[config.mk]
export PLATFORM = sky130hd
export DESIGN_NAME = cubic_bezier_stepper_flat
export DESIGN_NICKNAME = d
export VERILOG_FILES = /design/src/rtl/cbs_pkg.sv /design/src/rtl/cbs_if.sv /design/src/rtl/cubic_bezier_stepper.sv /design/src/flat_wrapper.sv
export SDC_FILE = /design/constraint.sdc
export NUM_CORES = 1
export LEC_CHECK = 0
export BUFFER_PORTS_ARGS = -buffer_cell sky130_fd_sc_hd__buf_2
export CELL_PAD_IN_SITES_DETAIL_PLACEMENT = 0
export CELL_PAD_IN_SITES_GLOBAL_PLACEMENT = 1
export CORE_MARGIN = 3
export CORE_UTILIZATION = 55
export DETAILED_ROUTE_END_ITERATION = 8
export GPL_ROUTABILITY_DRIVEN = 0
export PLACE_DENSITY_LB_ADDON = 0.1
export SLEW_MARGIN = 5
export SYNTH_ARGS = -nofsm -noshare
export SYNTH_HDL_FRONTEND = slang
export SYNTH_SLANG_ARGS = --single-unit
[constraint.sdc]
create_clock -name clk -period 17.05 [get_ports clk]
set_input_delay 3.41 -clock clk [delete_from_list [all_inputs] [get_ports clk]]
set_output_delay 3.41 -clock clk [all_outputs]
set_load 0.1 [all_outputs]
[src/rtl/cbs_pkg.sv]
// Shared widths, register indexes and blend program for the Bezier stepper.
package cbs_pkg;

  localparam int PIX_W      = 11;
  localparam int COORD_W    = 15;
  localparam int STEP_W     = 10;
  localparam int T_W        = 16;
  localparam int CFG_IDX_W  = 4;
  localparam int REG_IDX_W  = 3;
  localparam int NUM_REGS   = 8;
  localparam int STEPS_DEF  = 50;
  localparam int PROG_LEN   = 8;
  localparam int PROG_W     = 3;
  localparam int QUEUE_LEN  = 4;
  localparam int FRAC_SHIFT = 4;

  localparam logic [REG_IDX_W-1:0] REG_START_X       = 3'd0;
  localparam logic [REG_IDX_W-1:0] REG_START_Y       = 3'd1;
  localparam logic [REG_IDX_W-1:0] REG_FIRST_CTRL_X  = 3'd2;
  localparam logic [REG_IDX_W-1:0] REG_FIRST_CTRL_Y  = 3'd3;
  localparam logic [REG_IDX_W-1:0] REG_SECOND_CTRL_X = 3'd4;
  localparam logic [REG_IDX_W-1:0] REG_SECOND_CTRL_Y = 3'd5;
  localparam logic [REG_IDX_W-1:0] REG_END_X         = 3'd6;
  localparam logic [REG_IDX_W-1:0] REG_END_Y         = 3'd7;

  typedef enum logic [1:0] {
    OP_BL3,
    OP_BL2,
    OP_DROP,
    OP_BL0
  } op_t;

  function automatic op_t prog_op(logic [PROG_W-1:0] idx);
    op_t op;
    case (idx)
      3'd0, 3'd1, 3'd2: op = OP_BL3;
      3'd3, 3'd6:       op = OP_DROP;
      3'd4, 3'd5:       op = OP_BL2;
      3'd7:             op = OP_BL0;
      default:          op = OP_DROP;
    endcase
    return op;
  endfunction

endpackage

[src/rtl/cbs_if.sv]
// Valid/ready channels for the stepper's tick input and point output.
interface cbs_in_if;
  logic valid;
  logic ready;
  logic restart;

  modport source (output valid, output restart, input ready);
  modport sink (input valid, input restart, output ready);
endinterface

interface cbs_out_if;
  logic                        valid;
  logic                        ready;
  logic [cbs_pkg::COORD_W-1:0] pos_x;
  logic [cbs_pkg::COORD_W-1:0] pos_y;
  logic [cbs_pkg::STEP_W-1:0]  step_index;
  logic                        done_res;

  modport source (output valid, output pos_x, output pos_y, output step_index,
                  output done_res, input ready);
  modport sink (input valid, input pos_x, input pos_y, input step_index,
                input done_res, output ready);
endinterface

[src/rtl/cubic_bezier_stepper.sv]
// Cubic Bezier stepper: one curve point per tick by de Casteljau blending.
// Each accepted tick beat yields one output beat with the Q11.4 curve point at
// t = step/STEPS, the step used and a wrap flag. One 17x17 signed multiplier
// does all twelve blends, alternating between the x and y axes so that at most
// one blend issues per cycle; a four-entry shift queue per axis holds the partial
// points. The input is ready again only after the load state, the program
// states (six blends and two queue drops per axis), a drain state for the last
// product and a done state that registers the result once the output is free.
// A finished result may wait in the output register while the next tick is
// taken. Control point registers are written on cfg_we; indexes past the last
// register are ignored.
module cubic_bezier_stepper #(
  parameter int STEPS = cbs_pkg::STEPS_DEF
) (
  input  logic                          clk,
  input  logic                          rst_n,
  input  logic                          cfg_we,
  input  logic [cbs_pkg::CFG_IDX_W-1:0] cfg_index,
  input  logic [cbs_pkg::PIX_W-1:0]     cfg_wdata,
  cbs_in_if.sink                        in_ch,
  cbs_out_if.source                     out_ch
);

  localparam int STEP_INC = 65536 / STEPS;
  localparam logic [cbs_pkg::T_W-1:0] STEP_INC_V = cbs_pkg::T_W'(STEP_INC);
  localparam logic [cbs_pkg::STEP_W:0] STEPS_V = (cbs_pkg::STEP_W + 1)'(STEPS);
  localparam int MUL_W = 2 * (cbs_pkg::COORD_W + 2);

  typedef enum logic [1:0] {
    S_IDLE,
    S_RUN,
    S_DRAIN,
    S_DONE
  } state_t;

  typedef logic [cbs_pkg::COORD_W-1:0] coord_t;

  state_t                          state_r;
  logic [cbs_pkg::PIX_W-1:0]       regs_r [cbs_pkg::NUM_REGS];
  logic [cbs_pkg::STEP_W-1:0]      step_r;
  logic [cbs_pkg::STEP_W-1:0]      used_r;
  logic                            done_r;
  logic [cbs_pkg::T_W-1:0]         t_r;
  coord_t                          q_r [2][cbs_pkg::QUEUE_LEN];
  logic [cbs_pkg::PROG_W-1:0]      s_r;
  logic                            axis_r;
  logic                            pend_v_r;
  logic                            pend_axis_r;
  cbs_pkg::op_t                    pend_op_r;
  logic signed [MUL_W-1:0]         prod_r;
  coord_t                          base_r;
  logic                            out_valid_r;
  coord_t                          pos_x_r;
  coord_t                          pos_y_r;
  logic [cbs_pkg::STEP_W-1:0]      step_index_r;
  logic                            done_res_r;

  logic [cbs_pkg::STEP_W-1:0]      used_nxt;
  logic [cbs_pkg::STEP_W:0]        sum_nxt;
  logic                            wrap_nxt;
  logic [cbs_pkg::STEP_W-1:0]      step_nxt;
  logic [cbs_pkg::STEP_W+cbs_pkg::T_W-1:0] t_full;
  cbs_pkg::op_t                    op;
  coord_t                          opa;
  coord_t                          opb;
  logic signed [cbs_pkg::COORD_W+1:0] diff;
  logic signed [MUL_W-1:0]         mult;
  coord_t                          res;

  always_comb begin
    used_nxt = in_ch.restart ? '0 : step_r;
    sum_nxt  = {1'b0, used_nxt} + 1'b1;
    wrap_nxt = (sum_nxt >= STEPS_V);
    step_nxt = wrap_nxt ? '0 : sum_nxt[cbs_pkg::STEP_W-1:0];
    t_full   = used_nxt * STEP_INC_V;
  end

  always_comb begin
    op   = cbs_pkg::prog_op(s_r);
    opa  = q_r[axis_r][0];
    opb  = q_r[axis_r][1];
    diff = $signed({2'b00, opb}) - $signed({2'b00, opa});
    mult = diff * $signed({1'b0, t_r});
    res  = base_r + coord_t'(prod_r[cbs_pkg::T_W +: cbs_pkg::COORD_W]);
  end

  always_ff @(posedge clk) begin
    if (!rst_n) begin
      state_r     <= S_IDLE;
      regs_r      <= '{default: '0};
      step_r      <= '0;
      s_r         <= '0;
      axis_r      <= 1'b0;
      pend_v_r    <= 1'b0;
      out_valid_r <= 1'b0;
    end else begin
      if (cfg_we && (cfg_index < cbs_pkg::CFG_IDX_W'(cbs_pkg::NUM_REGS))) begin
        regs_r[cfg_index[cbs_pkg::REG_IDX_W-1:0]] <= cfg_wdata;
      end
      if (out_valid_r && out_ch.ready && (state_r != S_DONE)) begin
        out_valid_r <= 1'b0;
      end

      if (pend_v_r) begin
        case (pend_op_r)
          cbs_pkg::OP_BL3: begin
            q_r[pend_axis_r][0] <= q_r[pend_axis_r][1];
            q_r[pend_axis_r][1] <= q_r[pend_axis_r][2];
            q_r[pend_axis_r][2] <= q_r[pend_axis_r][3];
            q_r[pend_axis_r][3] <= res;
          end
          cbs_pkg::OP_BL2: begin
            q_r[pend_axis_r][0] <= q_r[pend_axis_r][1];
            q_r[pend_axis_r][1] <= q_r[pend_axis_r][2];
            q_r[pend_axis_r][2] <= res;
          end
          cbs_pkg::OP_BL0: begin
            q_r[pend_axis_r][0] <= res;
          end
          default: begin
          end
        endcase
      end

      case (state_r)
        S_IDLE: begin
          if (in_ch.valid) begin
            used_r  <= used_nxt;
            done_r  <= wrap_nxt;
            step_r  <= step_nxt;
            t_r     <= t_full[cbs_pkg::T_W-1:0];
            s_r     <= '0;
            axis_r  <= 1'b0;
            q_r[0][0] <= {regs_r[cbs_pkg::REG_START_X], 4'b0000};
            q_r[0][1] <= {regs_r[cbs_pkg::REG_FIRST_CTRL_X], 4'b0000};
            q_r[0][2] <= {regs_r[cbs_pkg::REG_SECOND_CTRL_X], 4'b0000};
            q_r[0][3] <= {regs_r[cbs_pkg::REG_END_X], 4'b0000};
            q_r[1][0] <= {regs_r[cbs_pkg::REG_START_Y], 4'b0000};
            q_r[1][1] <= {regs_r[cbs_pkg::REG_FIRST_CTRL_Y], 4'b0000};
            q_r[1][2] <= {regs_r[cbs_pkg::REG_SECOND_CTRL_Y], 4'b0000};
            q_r[1][3] <= {regs_r[cbs_pkg::REG_END_Y], 4'b0000};
            state_r <= S_RUN;
          end
        end
        S_RUN: begin
          if (op == cbs_pkg::OP_DROP) begin
            pend_v_r       <= 1'b0;
            q_r[axis_r][0] <= q_r[axis_r][1];
            q_r[axis_r][1] <= q_r[axis_r][2];
            q_r[axis_r][2] <= q_r[axis_r][3];
          end else begin
            pend_v_r    <= 1'b1;
            pend_axis_r <= axis_r;
            pend_op_r   <= op;
            prod_r      <= mult;
            base_r      <= opa;
          end
          axis_r <= ~axis_r;
          if (axis_r) begin
            s_r <= s_r + 1'b1;
            if (s_r == cbs_pkg::PROG_W'(cbs_pkg::PROG_LEN - 1)) begin
              state_r <= S_DRAIN;
            end
          end
        end
        S_DRAIN: begin
          pend_v_r <= 1'b0;
          state_r  <= S_DONE;
        end
        S_DONE: begin
          if (!out_valid_r || out_ch.ready) begin
            out_valid_r  <= 1'b1;
            pos_x_r      <= q_r[0][0];
            pos_y_r      <= q_r[1][0];
            step_index_r <= used_r;
            done_res_r   <= done_r;
            state_r      <= S_IDLE;
          end
        end
        default: begin
          state_r <= S_IDLE;
        end
      endcase
    end
  end

  assign in_ch.ready       = (state_r == S_IDLE);
  assign out_ch.valid      = out_valid_r;
  assign out_ch.pos_x      = pos_x_r;
  assign out_ch.pos_y      = pos_y_r;
  assign out_ch.step_index = step_index_r;
  assign out_ch.done_res   = done_res_r;

endmodule

[src/flat_wrapper.sv]
// flat-port wrapper written by rule: the top's interface ports become plain ports
module cubic_bezier_stepper_flat 
#(
  parameter int STEPS = cbs_pkg::STEPS_DEF
)
  (clk, rst_n, cfg_we, cfg_index, cfg_wdata, in_ch_valid, in_ch_restart, in_ch_ready, out_ch_valid, out_ch_pos_x, out_ch_pos_y, out_ch_step_index, out_ch_done_res, out_ch_ready);
  cbs_in_if in_ch_i ();
  cbs_out_if out_ch_i ();
  input  logic clk;
  input  logic rst_n;
  input  logic cfg_we;
  input  logic [cbs_pkg::CFG_IDX_W-1:0] cfg_index;
  input  logic [cbs_pkg::PIX_W-1:0] cfg_wdata;
  input wire logic [$bits(in_ch_i.valid)-1:0] in_ch_valid;
  input wire logic [$bits(in_ch_i.restart)-1:0] in_ch_restart;
  output wire logic [$bits(in_ch_i.ready)-1:0] in_ch_ready;
  output wire logic [$bits(out_ch_i.valid)-1:0] out_ch_valid;
  output wire logic [$bits(out_ch_i.pos_x)-1:0] out_ch_pos_x;
  output wire logic [$bits(out_ch_i.pos_y)-1:0] out_ch_pos_y;
  output wire logic [$bits(out_ch_i.step_index)-1:0] out_ch_step_index;
  output wire logic [$bits(out_ch_i.done_res)-1:0] out_ch_done_res;
  input wire logic [$bits(out_ch_i.ready)-1:0] out_ch_ready;
  assign in_ch_i.valid = in_ch_valid;
  assign in_ch_i.restart = in_ch_restart;
  assign in_ch_ready = in_ch_i.ready;
  assign out_ch_valid = out_ch_i.valid;
  assign out_ch_pos_x = out_ch_i.pos_x;
  assign out_ch_pos_y = out_ch_i.pos_y;
  assign out_ch_step_index = out_ch_i.step_index;
  assign out_ch_done_res = out_ch_i.done_res;
  assign out_ch_i.ready = out_ch_ready;
  cubic_bezier_stepper #(.STEPS(STEPS)) u_core (.clk(clk), .rst_n(rst_n), .cfg_we(cfg_we), .cfg_index(cfg_index), .cfg_wdata(cfg_wdata), .in_ch(in_ch_i), .out_ch(out_ch_i));
endmodule
==> results.toml <==
[global_route]
grt_pass1_wl_um = 103000
gr-total-overflow = 0
grt_util_all_layers_pct = 26.7
grt_max_degree = 96
antenna_found_initial = 1
first_global_vias = 18500

[cells_and_area]
fillers = 3856
antenna_cells = 0
final_nets = 2983
syn2layout_area_growth_pct = 8.68
drive_gt1_share_pct = 8.41

[clock_tree]
ctsResizeCount = 0
clock_path_buffers = 3
htree_levels = 2
cts_tree = "done"
cts_setup_buffers = 0
cts_hold_buf = 0
clock_latency_ns = 0.57
cts_made_buffers = 39
root_buffer = "clkbuf_16"
cts.sinks = 329
path_clk_slew_ns = 0.05

[detailed_routing]
wl_per_cell_um = 20.2
initialDrtViolationCount = 1296
via_count = 17900
drt.antenna.violating_nets = 0
firstDrtPassIters = 5
drt_wl_total_um = 64100
vias_per_cell = 5.64
drcViolationCount = 0

[sta]
skew_ns = 0.0241
drv_slew = 0
period_needed_ns = 10.03
setup_viol = 0
fin_crit_sh_pct = 58.8
worst_slew_pin_slew_ns = 1.16
rsz0062_at_grt = "false"
hold_viol = 0
clock.fmax_ghz = 0.0997
slew_headroom_pct = 22.1
finalSetupTns_ns = 0

[synth]
synthDistinctLibCells = 74
synthesis.area_sq_um = 25800
postSynthCellCount = 2529
synth-edff-count = 219
ys_seq_elements = 329
synthArstFlopShare_pct = 0
ys_seq_area_share_pct = 34.1
synth_nets = 2974
ys_warn_count = 0
ys.flop_type = "edfxtp_1"
syn_avg_cell_area_sq_um = 10.2

[critical_path]
crit_fanout = 34
crit_required_ns = 17.34
cp_slowest_cell = "a21oi_2"
critPathArrivalTime_ns = 10.32
worstSetupStartpointType = "flop"
cp_common_cell = "fa_1"
worst_setup_path_end_kind = "flop"
path_class = "reg -> reg"
critical-path-max-stage-delay_ns = 0.81

[floorplan]
die-height_um = 222
die_w_um = 222
rows = 78
start_util_pct = 56.2
io_pins = 64
coreArea_sq_um = 45900
die_area_sq_um = 49500

[job]
cap_violations = 0

[run_status]
status = "finished clean"

[place]
hpwl_um = 47000
port_buffers = 63

[worst_hold_path]
hold_class = "reg -> reg"
## layout make-up
| cell class | instances | area [sq um] | share of cell area, % |
|---|---|---|---|
| inverters | 357 | 1340 | 4.79 |
| flip-flops and latches | 329 | 8780 | 31.4 |
| repair buffers | 93 | 541 | 1.93 |
| clock inverters | 23 | 260 | 0.930 |
| well taps | 600 | 751 | 2.68 |
| multi-input cells | 1718 | 15300 | 54.6 |
| clock buffers | 49 | 1040 | 3.73 |
## worst paths after layout
path                         start                          end  slack [ns]  cells after the start
setup reg to reg              flop            u_core.prod_r[30]        7.02                     28
hold reg to reg   u_core.used_r[5]  u_core.out_ch.step_index[5]        0.42                      0
hold / removal    u_core.used_r[5]  u_core.out_ch.step_index[5]        0.42                      0
setup / recovery              flop            u_core.prod_r[30]        7.02                     28
## worst max-delay path: cells and delay by family, from the launching register on
family / cells / cell delay [ns]
flip-flops: 1 / 0.75
multiplexers: 1 / 0.43
AO/OA/AOI/OAI: 9 / 2.85
XOR/XNOR: 2 / 0.29
buffers and inverters: 5 / 0.98
adder cells (fa/ha/maj): 8 / 3.79
AND/OR/NAND/NOR: 3 / 0.56
## registers in the layout, indices dropped and copies added (netlist names), 2 cells and up, named ones only
register	count
u_core.op	2
u_core.t_r	14
out_ch_pos_y	15
u_core.prod_r	15
u_core.step_r	10
u_core.base_r	15
u_core.pend_op_r	2
u_core.regs_r	88
out_ch_pos_x	15
u_core.q_r	120
u_core.used_r	10
u_core.state_r	2
u_core.s_r	3
u_core.out_ch.step_index	10
## through the flow
step / util (%) / hold slack (ns) / setup slack [ns] / cell area [sq um] / cells
2_1_floorplan: - / 0.400 / 7.80 / 25800 / 2529
3_3_place_gp: 58.2 / 0.404 / 7.33 / 26700 / 3097
3_5_place_dp: 58.2 / 0.407 / 7.06 / 26700 / 3097
4_1_cts: 61.0 / 0.419 / 7.00 / 28000 / 3169
5_1_grt: 61.0 / 0.421 / 6.51 / 28000 / 3169
6_report: 61.0 / 0.422 / 7.02 / 28000 / 3169
## cells in the final DEF (no fill, tap or decap), types with 8 or more instances in the layout
cell       netlist  routed
inv_1          352     351
nand2_1        285     284
fa_1           258     258
edfxtp_1       219     219
ha_1           166     166
nor2_1         164     162
mux2i_1        158     158
dfxtp_1        110     108
and2_1         105     105
a21oi_1        102     102
o21ai_0         82      82
buf_2            4      63
xnor2_1         56      49
o211ai_1        40      40
clkbuf_16        0      40
buf_4            1      30
nor2b_1         30      29
xor2_1          23      22
nand3_1         19      18
a21o_1          18      18
mux2_2          17      17
a211oi_1        17      17
nor3_1          16      16
a31oi_1         15      15
nand2b_1        14      14
clkinv_2         0      11
a22o_1          11      11
o22ai_1         11      11
o21a_1           9       9
xnor2_2          1       8
clkbuf_1       101       8
## cell families after synthesis
logic type      after synthesis  synth area share [%]
fa+ha+maj                   424                  28.1
flops                       329                  34.1
xor+xnor                     80                  2.75
compound gates              367                  9.14
simple gates                672                  11.9
buf+inv                     482                  7.09
mux                         175                  6.88
## cells in the mapped netlist, types with 3 or more instances
cell        n  area [sq um]
inv_1     352          1320
nand2_1   285          1070
fa_1      258          5160
edfxtp_1  219          6580
ha_1      166          2080
nor2_1    164           616
mux2i_1   158          1580
dfxtp_1   110          2200
and2_1    105           657
a21oi_1   102           510
clkbuf_1  101           379
o21ai_0    82           410
xnor2_1    56           490
o211ai_1   40           300
nor2b_1    30           188
xor2_1     23           201
nand3_1    19          95.1
a21o_1     18           135
a211oi_1   17           128
buf_1      17          63.8
mux2_2     17           191
nor3_1     16          80.1
a31oi_1    15          93.8
nand2b_1   14          87.6
a22o_1     11          96.3
o22ai_1    11          68.8
o21a_1      9          67.6
and3_1      8          50.1
a21boi_0    7          52.6
a22oi_1     7          52.6
nand4_1     7          43.8
o21bai_1    6          45.0
o31ai_1     5          37.5
or3_1       5          31.3
buf_2       4          20.0
inv_2       4          15.0
nand2_4     4          45.0
nand3b_1    4          30.0
a32oi_1     3          26.3
nor3b_1     3          22.5
nor4_1      3          18.8
o41ai_1     3          26.3
## metal layers
metal	up-vias	GRT usage, %	wire length [um]
li1	8381	-	-
met1	8841	37.2	28000
met2	531	43.9	30300
met3	113	3.57	3990
met4	0	8.08	1770
met5	-	0	0
Power is left out: the tool's default activity adds up to more than one toggle a clock period on the data nets, which glitch-free logic cannot reach.
